===== config.mk =====
export PLATFORM = sky130hd
export DESIGN_NAME = rpe_cordic
export DESIGN_NICKNAME = d
export VERILOG_FILES = /design/src/rpe_pkg.sv /design/src/rpe_cordic.sv
export SDC_FILE = /design/constraint.sdc
export NUM_CORES = 2
export LEC_CHECK = 0
export BUFFER_PORTS_ARGS = -buffer_cell sky130_fd_sc_hd__buf_2
export CORE_AREA = 8 8 561 563
export CTS_CLUSTER_SIZE = 30
export DETAILED_ROUTE_END_ITERATION = 7
export DIE_AREA = 0 0 569 571
export GPL_ROUTABILITY_DRIVEN = 0
export PLACE_DENSITY = 0.66
export SLEW_MARGIN = 15
export SYNTH_ARGS = -nofsm -noshare
export SYNTH_HDL_FRONTEND = slang
export SYNTH_SLANG_ARGS = --single-unit

===== constraint.sdc =====
create_clock -name i_clk -period 9.15 [get_ports i_clk]
set_input_delay 0 -clock i_clk [delete_from_list [all_inputs] [get_ports i_clk]]
set_output_delay 0 -clock i_clk [all_outputs]
set_load 0.03 [all_outputs]

===== src/rpe_pkg.sv =====
package rpe_pkg;

    // Block configuration
    localparam int HEAD_LEN     = 128;
    localparam int THETA        = 1000000;
    localparam int CORDIC_STEPS = 16;

    localparam int TABLE_DEPTH  = 64;
    localparam int MAX_STEPS    = 32;
    localparam int IDX_W        = 6;
    localparam int DATA_W       = 16;
    localparam int PHASE_W      = 32;
    // CORDIC datapath: Q30 values plus guard and sign bits
    localparam int CW           = 34;

    localparam logic [63:0] INV_TWO_PI_Q32 = 64'd683565276;
    localparam logic signed [CW-1:0] CORDIC_GAIN_Q30 = 34'sd652032874;

    typedef logic [PHASE_W-1:0] t_freq_tab [TABLE_DEPTH];
    typedef logic [PHASE_W-1:0] t_angle_tab [MAX_STEPS];

    typedef enum logic [1:0] {
        QUAD_I,
        QUAD_II,
        QUAD_III,
        QUAD_IV
    } t_quad;

    typedef struct packed {
        logic signed [DATA_W-1:0] first;
        logic signed [DATA_W-1:0] second;
    } t_pair;

    typedef struct packed {
        logic [PHASE_W-1:0] phase;
        t_pair              pair;
    } t_cordic_in;

    typedef struct packed {
        logic signed [DATA_W-1:0] cos_q15;
        logic signed [DATA_W-1:0] sin_q15;
        t_pair                    pair;
    } t_cordic_out;

    // Integer square root, bit pair at a time
    function automatic logic [63:0] isqrt64(input logic [63:0] v_in);
        logic [63:0] v;
        logic [63:0] res;
        logic [63:0] bit_w;
        v     = v_in;
        res   = 64'd0;
        bit_w = 64'd1 << 62;
        for (int j = 0; j < 32; j++) begin
            if (bit_w > v) begin
                bit_w = bit_w >> 2;
            end
        end
        for (int j = 0; j < 32; j++) begin
            if (bit_w != 64'd0) begin
                if (v >= res + bit_w) begin
                    v   = v - (res + bit_w);
                    res = (res >> 1) + bit_w;
                end else begin
                    res = res >> 1;
                end
                bit_w = bit_w >> 2;
            end
        end
        return res;
    endfunction

    // Restoring shift-subtract quotient, used only while building tables
    function automatic logic [63:0] udiv64(input logic [63:0] num, input logic [63:0] den);
        logic [63:0] q;
        logic [63:0] r;
        q = 64'd0;
        r = 64'd0;
        for (int i = 63; i >= 0; i--) begin
            r = {r[62:0], num[i]};
            if (r >= den) begin
                r    = r - den;
                q[i] = 1'b1;
            end
        end
        return q;
    endfunction

    // log2(THETA) in Q32 by repeated squaring
    function automatic logic [63:0] log2_theta_q32();
        logic [63:0] t;
        logic [63:0] y;
        logic [63:0] l;
        int          n;
        t = 64'(THETA);
        l = 64'd0;
        n = 0;
        for (int j = 0; j < 40; j++) begin
            if ((t >> (n + 1)) != 64'd0) begin
                n++;
            end
        end
        y = (t << 30) >> n;
        for (int j = 0; j < 32; j++) begin
            y = (y * y) >> 30;
            l = l << 1;
            if (y >= (64'd1 << 31)) begin
                y = y >> 1;
                l = l | 64'd1;
            end
        end
        return (64'(n) << 32) | l;
    endfunction

    // Per-index rotation rate in turns, unsigned 0.32
    function automatic t_freq_tab build_freq_tab();
        t_freq_tab   tab;
        logic [63:0] rh [33];
        logic [63:0] lg;
        logic [63:0] e;
        logic [63:0] ip;
        logic [63:0] fr;
        logic [63:0] m;
        logic [63:0] r;
        lg    = log2_theta_q32();
        rh[0] = 64'd1 << 31;
        rh[1] = isqrt64((64'd1 << 30) << 31);
        for (int j = 2; j <= 32; j++) begin
            rh[j] = isqrt64(rh[j-1] << 31);
        end
        for (int i = 0; i < TABLE_DEPTH; i++) begin
            e  = (lg * 64'(2 * i)) / 64'(HEAD_LEN);
            ip = e >> 32;
            fr = e & 64'hFFFF_FFFF;
            m  = 64'd1 << 31;
            for (int j = 1; j <= 32; j++) begin
                if (fr[32-j]) begin
                    m = (m * rh[j]) >> 31;
                end
            end
            r = (m * INV_TWO_PI_Q32 + (64'd1 << 30)) >> 31;
            tab[i] = (ip >= 64'd63) ? '0 : PHASE_W'(r >> ip);
        end
        return tab;
    endfunction

    // atan(2^-k) in turns Q32 from an integer arctan series
    function automatic t_angle_tab build_angle_tab();
        t_angle_tab  tab;
        logic [63:0] sum;
        logic [63:0] term;
        logic [63:0] rad;
        tab[0] = PHASE_W'(64'd1 << 29);
        for (int k = 1; k < MAX_STEPS; k++) begin
            sum = 64'd0;
            for (int n = 0; n < 32; n++) begin
                if (k * (2 * n + 1) < 63) begin
                    term = udiv64((64'd1 << 62) >> (k * (2 * n + 1)), 64'(2 * n + 1));
                    if ((n & 1) != 0) begin
                        sum = sum - term;
                    end else begin
                        sum = sum + term;
                    end
                end
            end
            rad    = (sum + (64'd1 << 29)) >> 30;
            tab[k] = PHASE_W'((rad * INV_TWO_PI_Q32 + (64'd1 << 31)) >> 32);
        end
        return tab;
    endfunction

    localparam t_freq_tab  FREQ_TAB  = build_freq_tab();
    localparam t_angle_tab ANGLE_TAB = build_angle_tab();

    // Round Q30 to Q1.15 and clip to 16 bits
    function automatic logic signed [DATA_W-1:0] round_q30(input logic signed [CW-1:0] v);
        logic signed [CW-1:0] r;
        r = (v + 34'sd16384) >>> 15;
        if (r > 34'sd32767) begin
            return 16'sh7FFF;
        end else if (r < -34'sd32768) begin
            return 16'sh8000;
        end
        return r[DATA_W-1:0];
    endfunction

endpackage


===== src/rpe_cordic.sv =====
module rpe_cordic import rpe_pkg::*; (
    input  logic        i_clk,
    input  logic        i_rst_n,
    input  logic        i_valid,
    output logic        o_ready,
    input  t_cordic_in  i_req,
    output logic        o_valid,
    input  logic        i_ready,
    output t_cordic_out o_res
);

    // Stage taps: index 0 is the incoming request, k+1 the output of step k
    logic signed [CW-1:0] w_x   [CORDIC_STEPS+1];
    logic signed [CW-1:0] w_y   [CORDIC_STEPS+1];
    logic signed [CW-1:0] w_z   [CORDIC_STEPS+1];
    t_quad                w_q   [CORDIC_STEPS+1];
    t_pair                w_ab  [CORDIC_STEPS+1];
    logic                 w_v   [CORDIC_STEPS+1];
    logic                 w_rdy [CORDIC_STEPS+1];

    // Seed: gain-scaled unit vector, residual angle within the quadrant
    assign w_x[0]  = CORDIC_GAIN_Q30;
    assign w_y[0]  = '0;
    assign w_z[0]  = $signed({{(CW-30){1'b0}}, i_req.phase[29:0]});
    assign w_q[0]  = t_quad'(i_req.phase[PHASE_W-1:PHASE_W-2]);
    assign w_ab[0] = i_req.pair;
    assign w_v[0]  = i_valid;
    assign o_ready = w_rdy[0];

    // One micro-rotation per register stage
    for (genvar k = 0; k < CORDIC_STEPS; k++) begin : g_step
        localparam logic signed [CW-1:0] ANG = $signed({{(CW-PHASE_W){1'b0}}, ANGLE_TAB[k]});

        logic signed [CW-1:0] n_x, n_y, n_z;
        logic signed [CW-1:0] r_x, r_y, r_z;
        t_quad                r_q;
        t_pair                r_ab;
        logic                 r_v;

        always_comb begin
            if (!w_z[k][CW-1]) begin
                n_x = w_x[k] - (w_y[k] >>> k);
                n_y = w_y[k] + (w_x[k] >>> k);
                n_z = w_z[k] - ANG;
            end else begin
                n_x = w_x[k] + (w_y[k] >>> k);
                n_y = w_y[k] - (w_x[k] >>> k);
                n_z = w_z[k] + ANG;
            end
        end

        always_ff @(posedge i_clk) begin
            if (!i_rst_n) begin
                r_v <= 1'b0;
            end else if (w_rdy[k]) begin
                r_v <= w_v[k];
            end
        end

        always_ff @(posedge i_clk) begin
            if (w_rdy[k]) begin
                r_x  <= n_x;
                r_y  <= n_y;
                r_z  <= n_z;
                r_q  <= w_q[k];
                r_ab <= w_ab[k];
            end
        end

        assign w_x[k+1]  = r_x;
        assign w_y[k+1]  = r_y;
        assign w_z[k+1]  = r_z;
        assign w_q[k+1]  = r_q;
        assign w_ab[k+1] = r_ab;
        assign w_v[k+1]  = r_v;
        // Advance while the next stage is empty or moving
        assign w_rdy[k]  = !r_v || w_rdy[k+1];
    end

    // Quadrant fold and rounding stage
    logic signed [CW-1:0] n_c, n_s;
    t_cordic_out          r_res;
    logic                 r_mv;

    always_comb begin
        case (w_q[CORDIC_STEPS])
            QUAD_I: begin
                n_c = w_x[CORDIC_STEPS];
                n_s = w_y[CORDIC_STEPS];
            end
            QUAD_II: begin
                n_c = -w_y[CORDIC_STEPS];
                n_s = w_x[CORDIC_STEPS];
            end
            QUAD_III: begin
                n_c = -w_x[CORDIC_STEPS];
                n_s = -w_y[CORDIC_STEPS];
            end
            QUAD_IV: begin
                n_c = w_y[CORDIC_STEPS];
                n_s = -w_x[CORDIC_STEPS];
            end
            default: begin
                n_c = w_x[CORDIC_STEPS];
                n_s = w_y[CORDIC_STEPS];
            end
        endcase
    end

    assign w_rdy[CORDIC_STEPS] = !r_mv || i_ready;

    always_ff @(posedge i_clk) begin
        if (!i_rst_n) begin
            r_mv <= 1'b0;
        end else if (w_rdy[CORDIC_STEPS]) begin
            r_mv <= w_v[CORDIC_STEPS];
        end
    end

    always_ff @(posedge i_clk) begin
        if (w_rdy[CORDIC_STEPS]) begin
            r_res.cos_q15 <= round_q30(n_c);
            r_res.sin_q15 <= round_q30(n_s);
            r_res.pair    <= w_ab[CORDIC_STEPS];
        end
    end

    assign o_valid = r_mv;
    assign o_res   = r_res;

endmodule


# [Yosys cells after proc, flatten, opt, wreduce, memory -nomap -nowiden]
# Index checks and enable logic that the tools add are counted.
[totals] register_bits=2147 in_bits=68 out_inout_bits=66 word_cells=303
[classes] add_sub_neg=89 n_lt_le_gt_ge=4 eq_ne=3 mux=58 reduce_logical=35
[op_table] op="$mux 34" count=42
[op_table] op="$pmux 34 s4" count=2
[op_table] op="$mux 16" count=6
[op_table] op="$add 34x16->34 const B" count=2
[op_table] op="$add 34x19->34" count=2
[op_table] op="$add 34x20->34" count=2
[op_table] op="$add 34x21->34" count=2
[op_table] op="$add 34x22->34" count=2
[op_table] op="$add 34x23->34" count=2
[op_table] op="$add 34x24->34" count=2
[op_table] op="$add 34x25->34" count=2
[op_table] op="$add 34x26->34" count=2
[op_table] op="$add 34x27->34" count=2
[op_table] op="$add 34x28->34" count=2
[op_table] op="$add 34x29->34" count=2
[op_table] op="$add 34x30->34" count=2
[op_table] op="$add 34x31->34" count=2
[op_table] op="$neg 34->34" count=2
[op_table] op="$sub 34x19->34" count=2
[op_table] op="$sub 34x20->34" count=2
[op_table] op="$sub 34x21->34" count=2
[op_table] op="$sub 34x22->34" count=2
[op_table] op="$sub 34x23->34" count=2
[op_table] op="$sub 34x24->34" count=2
[op_table] op="47 further kinds" count=97

# [Depth between registers and ports, before layout]
[depth] word_depth=18 ltp_mapped=22 mapped_depth_nobuf=22

# [Worst setup path before layout]
# Ideal clock, no wire load.
[synth_timing] kind="flip-flop to flip-flop" start="register r_mv, in the netlist o_valid" end="register g_step[3].r_ab[0] (netlist name) (enable)" setup_time_ps=489 arrival_ps=7506 required_ps=8661 slack_ps=1154 path_stages_with_launch=11 path_buffers=0 period_less_slack_ps=7996 path_cell_list="dfxtp_1 > nor2b_1 > and3_1 > and3_1 > and2_1 > inv_1 > nor2_1 > and2_1 > and3_1 > and2_1 > inv_1"
[synth_rtl] element="start: declaration" line="rpe_cordic.sv:83" text="logic r_mv;"
[synth_rtl] element="start signal: assignment" line="rpe_cordic.sv:116" text="r_mv <= w_v[CORDIC_STEPS];"
[synth_rtl] element="end signal: assignment" line="rpe_cordic.sv:66" text="r_ab <= w_ab[k];"
[synth_rtl] element="end: declaration" line="rpe_cordic.sv:37" text="t_pair r_ab;"

==> impl_metrics.yaml <==
run_status:
  status: "completed"
synthesis:
  ys_seq_area_frac: 0.4455
  yosysTopAreaCellShare: 0.4430
  netlist_top_cells_count: "2,022 x edfxtp_1, 1,320 x ha_1, 1,258 x a21oi_1, 1,180 x nor2_1, 1,114 x xnor2_1"
  syn_area_um2: 137000
  async_flop_share: 0
  synth_most_common_cell: "edfxtp_1"
  synth_area_leader_cell: "edfxtp_1"
  synth_cells: 12930
  yosys-top-cells-area: "edfxtp_1 44%, ha_1 12%, xnor2_1 7.1%"
  synth.distinct_cells: 98
  synth_edf_count: 2022
  avgSynthCellArea_um2: 10.60
  synth_flop_cell: "edfxtp_1"
  synth-seq-cells: 2039
  syn_nets: 14360
  yosysWarnings: 0
sta:
  finalClockSkew_ns: 0.1084
  drv_slew: 0
  period_share: 0.6392
  final-setup-viol-count: 0
  tightestPinTransition_ns: 1.113
  slew-limit-headroom: 0.2385
  final.min_clock_period_ns: 5.849
  rsz0062_at_grt: "no"
  finalHoldViolations: 0
  max_freq_mhz: 171.0
  tns_ns: 0
clock_network:
  clock_latency_ns: 0.92
  cts_num_sinks: 2039
  cts_max_level: 4
  cts_max_path_buffers: 4
  hold_buffers: 135
  clockRootBuffer: "clkbuf_16"
  cts_setup_buffers: 0
  clk_pin_slew_ns: 0.06
  cts-buffers-inserted: 221
  tritoncts: "built"
  cts_resized: 0
layout:
  final_nets: 14730
  area_growth_pct: 10.47
  drive_gt1_frac: 0.05707
setup_path:
  cp_cell_sequence: "nor2b_1 > and3_1 > and3_1 > and2_1 > inv_6 > nor2_1 > and2_1 > and3_1 > and3_1 > nand3_4 > buf_2"
  critPathLaunchType: "register"
  path_class: "reg2out"
  r2r_setup_slack_ns: 3.44
  crit_top_cell: "and3_1"
  path_delay_family: "simple AND/OR/NAND/NOR gates"
  cp_max_fo: 66
  cpPeakStageDelay_ns: 0.77
  cp.arrival_ns: 5.85
  cp_slowest_cell: "nand3_4"
  timing.rr.start: "g_step[15].r_q[1]"
  worstPathRequired_ns: 9.15
  end_kind: "output port"
  crit_buf_inv: 2
  timing.rr.end: "o_res[34]"
  ff2ff_path_depth: 12
flow_run:
  max-cap-violations: 0
global_route:
  grt_max_degree: 84
  track_usage: 0.1855
  grt_pass1_vias: 92330
  grt_overflow: 0
  grt_pass1_wl_um: 498300
  antenna_found_initial: 5
floorplanning:
  core_um2: 305000
  die_width_um: 569
  row_count: 203
  fp.dieArea_um2: 324900
  initial_core_util: 0.4493
  fp.dieH_um: 571
  io_pins: 134
routing:
  via_count: 97180
  drc: 0
  drt_wl_total_um: 312200
  viasPerCell: 5.529
  drtPass1Iterations: 6
  wire_per_inst_um: 17.76
  postRouteAntennaNets: 0
  drt_iter0_markers: 6870
worst_hold_path:
  whs_path_depth: 3
  hp-class: "in2reg"
  min-delay-start: "i_req[40]"
  whs_endpoint: "g_step[0].r_z[8]"
placement:
  dp_hpwl_um: 241900
  port_buffers: 133
-- cell type report --
class / instances / area (um2)
repair buffers: 333 / 2505
well taps: 4100 / 5130
diodes: 2 / 5.005
inverters: 548 / 2095
fillers: 27290 / 153700
multi-input cells: 10160 / 73250
clock buffers: 249 / 5699
clock inverters: 149 / 1648
flip-flops and latches: 2039 / 61060
-- layer usage --
layer,wire length [um],global-route usage,up-vias
met2,149100,0.3228,1939
met1,140400,0.2449,45720
met4,8712,0.05014,0
met3,13960,0.02175,468
met5,0,0,-
li1,-,-,49050
-- flip-flops by register name, summed over array words and instances, names as in the netlist --
register / flops
g_step.r_ab: 512
g_step.r_z: 472
g_step.r_x: 472
g_step.r_y: 470
o_res: 64
g_step.r_q: 32
g_step.r_v: 16
o_valid: 1
-- cells in the final DEF (no fill, tap or decap), types with 147 or more instances in the layout --
| cell | instances |
|---|---|
| a21o_1 | 460 |
| a21oi_1 | 1258 |
| clkbuf_16 | 224 |
| edfxtp_1 | 2022 |
| ha_1 | 1320 |
| inv_1 | 536 |
| nand2_1 | 532 |
| nand2b_1 | 147 |
| nand3_1 | 221 |
| nor2_1 | 1180 |
| nor2b_1 | 180 |
| nor3_1 | 418 |
| o21a_1 | 238 |
| o21ai_0 | 455 |
| o21bai_1 | 160 |
| xnor2_1 | 1114 |
| xor2_1 | 613 |
-- worst max path at each step --
stage	from	to	slack (ns)	cells past startpoint
floorplan	o_valid	g_step[3].r_ab[0]	1.15	10
global placement	g_step[15].r_x[13]	o_res[50]	3.48	11
detailed placement	g_step[15].r_x[11]	o_res[49]	3.49	11
CTS	o_valid	o_ready	3.18	11
global route	o_valid	o_ready	2.88	11
finish	o_valid	o_ready	3.30	11
-- cell families after synthesis --
group / after synthesis / synth area share
AOI/OAI and AO/OA: 3460 / 0.1621
and+or+nand+nor: 3447 / 0.1229
DFF: 2039 / 0.4455
xor gates and xnor gates: 1727 / 0.1104
adders and majority gates: 1359 / 0.1262
buffers and inverters: 733 / 0.02044
muxes: 163 / 0.01249
-- worst min-delay path, delay by kind of cell --
| kind | cells | cell delay [ns] |
|---|---|---|
| buffers and inverters | 3 | 1.12 |
-- per-stage QoR --
step                instances  area (um2)    util  hold slack (ns)  setup WS (ns)
floorplan               12930      137000       -          0.09887          1.154
global placement        17040      142700  0.4677           0.1760          3.483
detailed placement      17040      142700  0.4677           0.1781          3.493
CTS                     17570      151400  0.4962           0.2407          3.182
global route            17580      151400  0.4963           0.2874          2.881
finish                  17580      151400  0.4963           0.3239          3.302
Power is not shown: default switching activity piles up to over one toggle a cycle in this logic, so the estimate is an artifact.
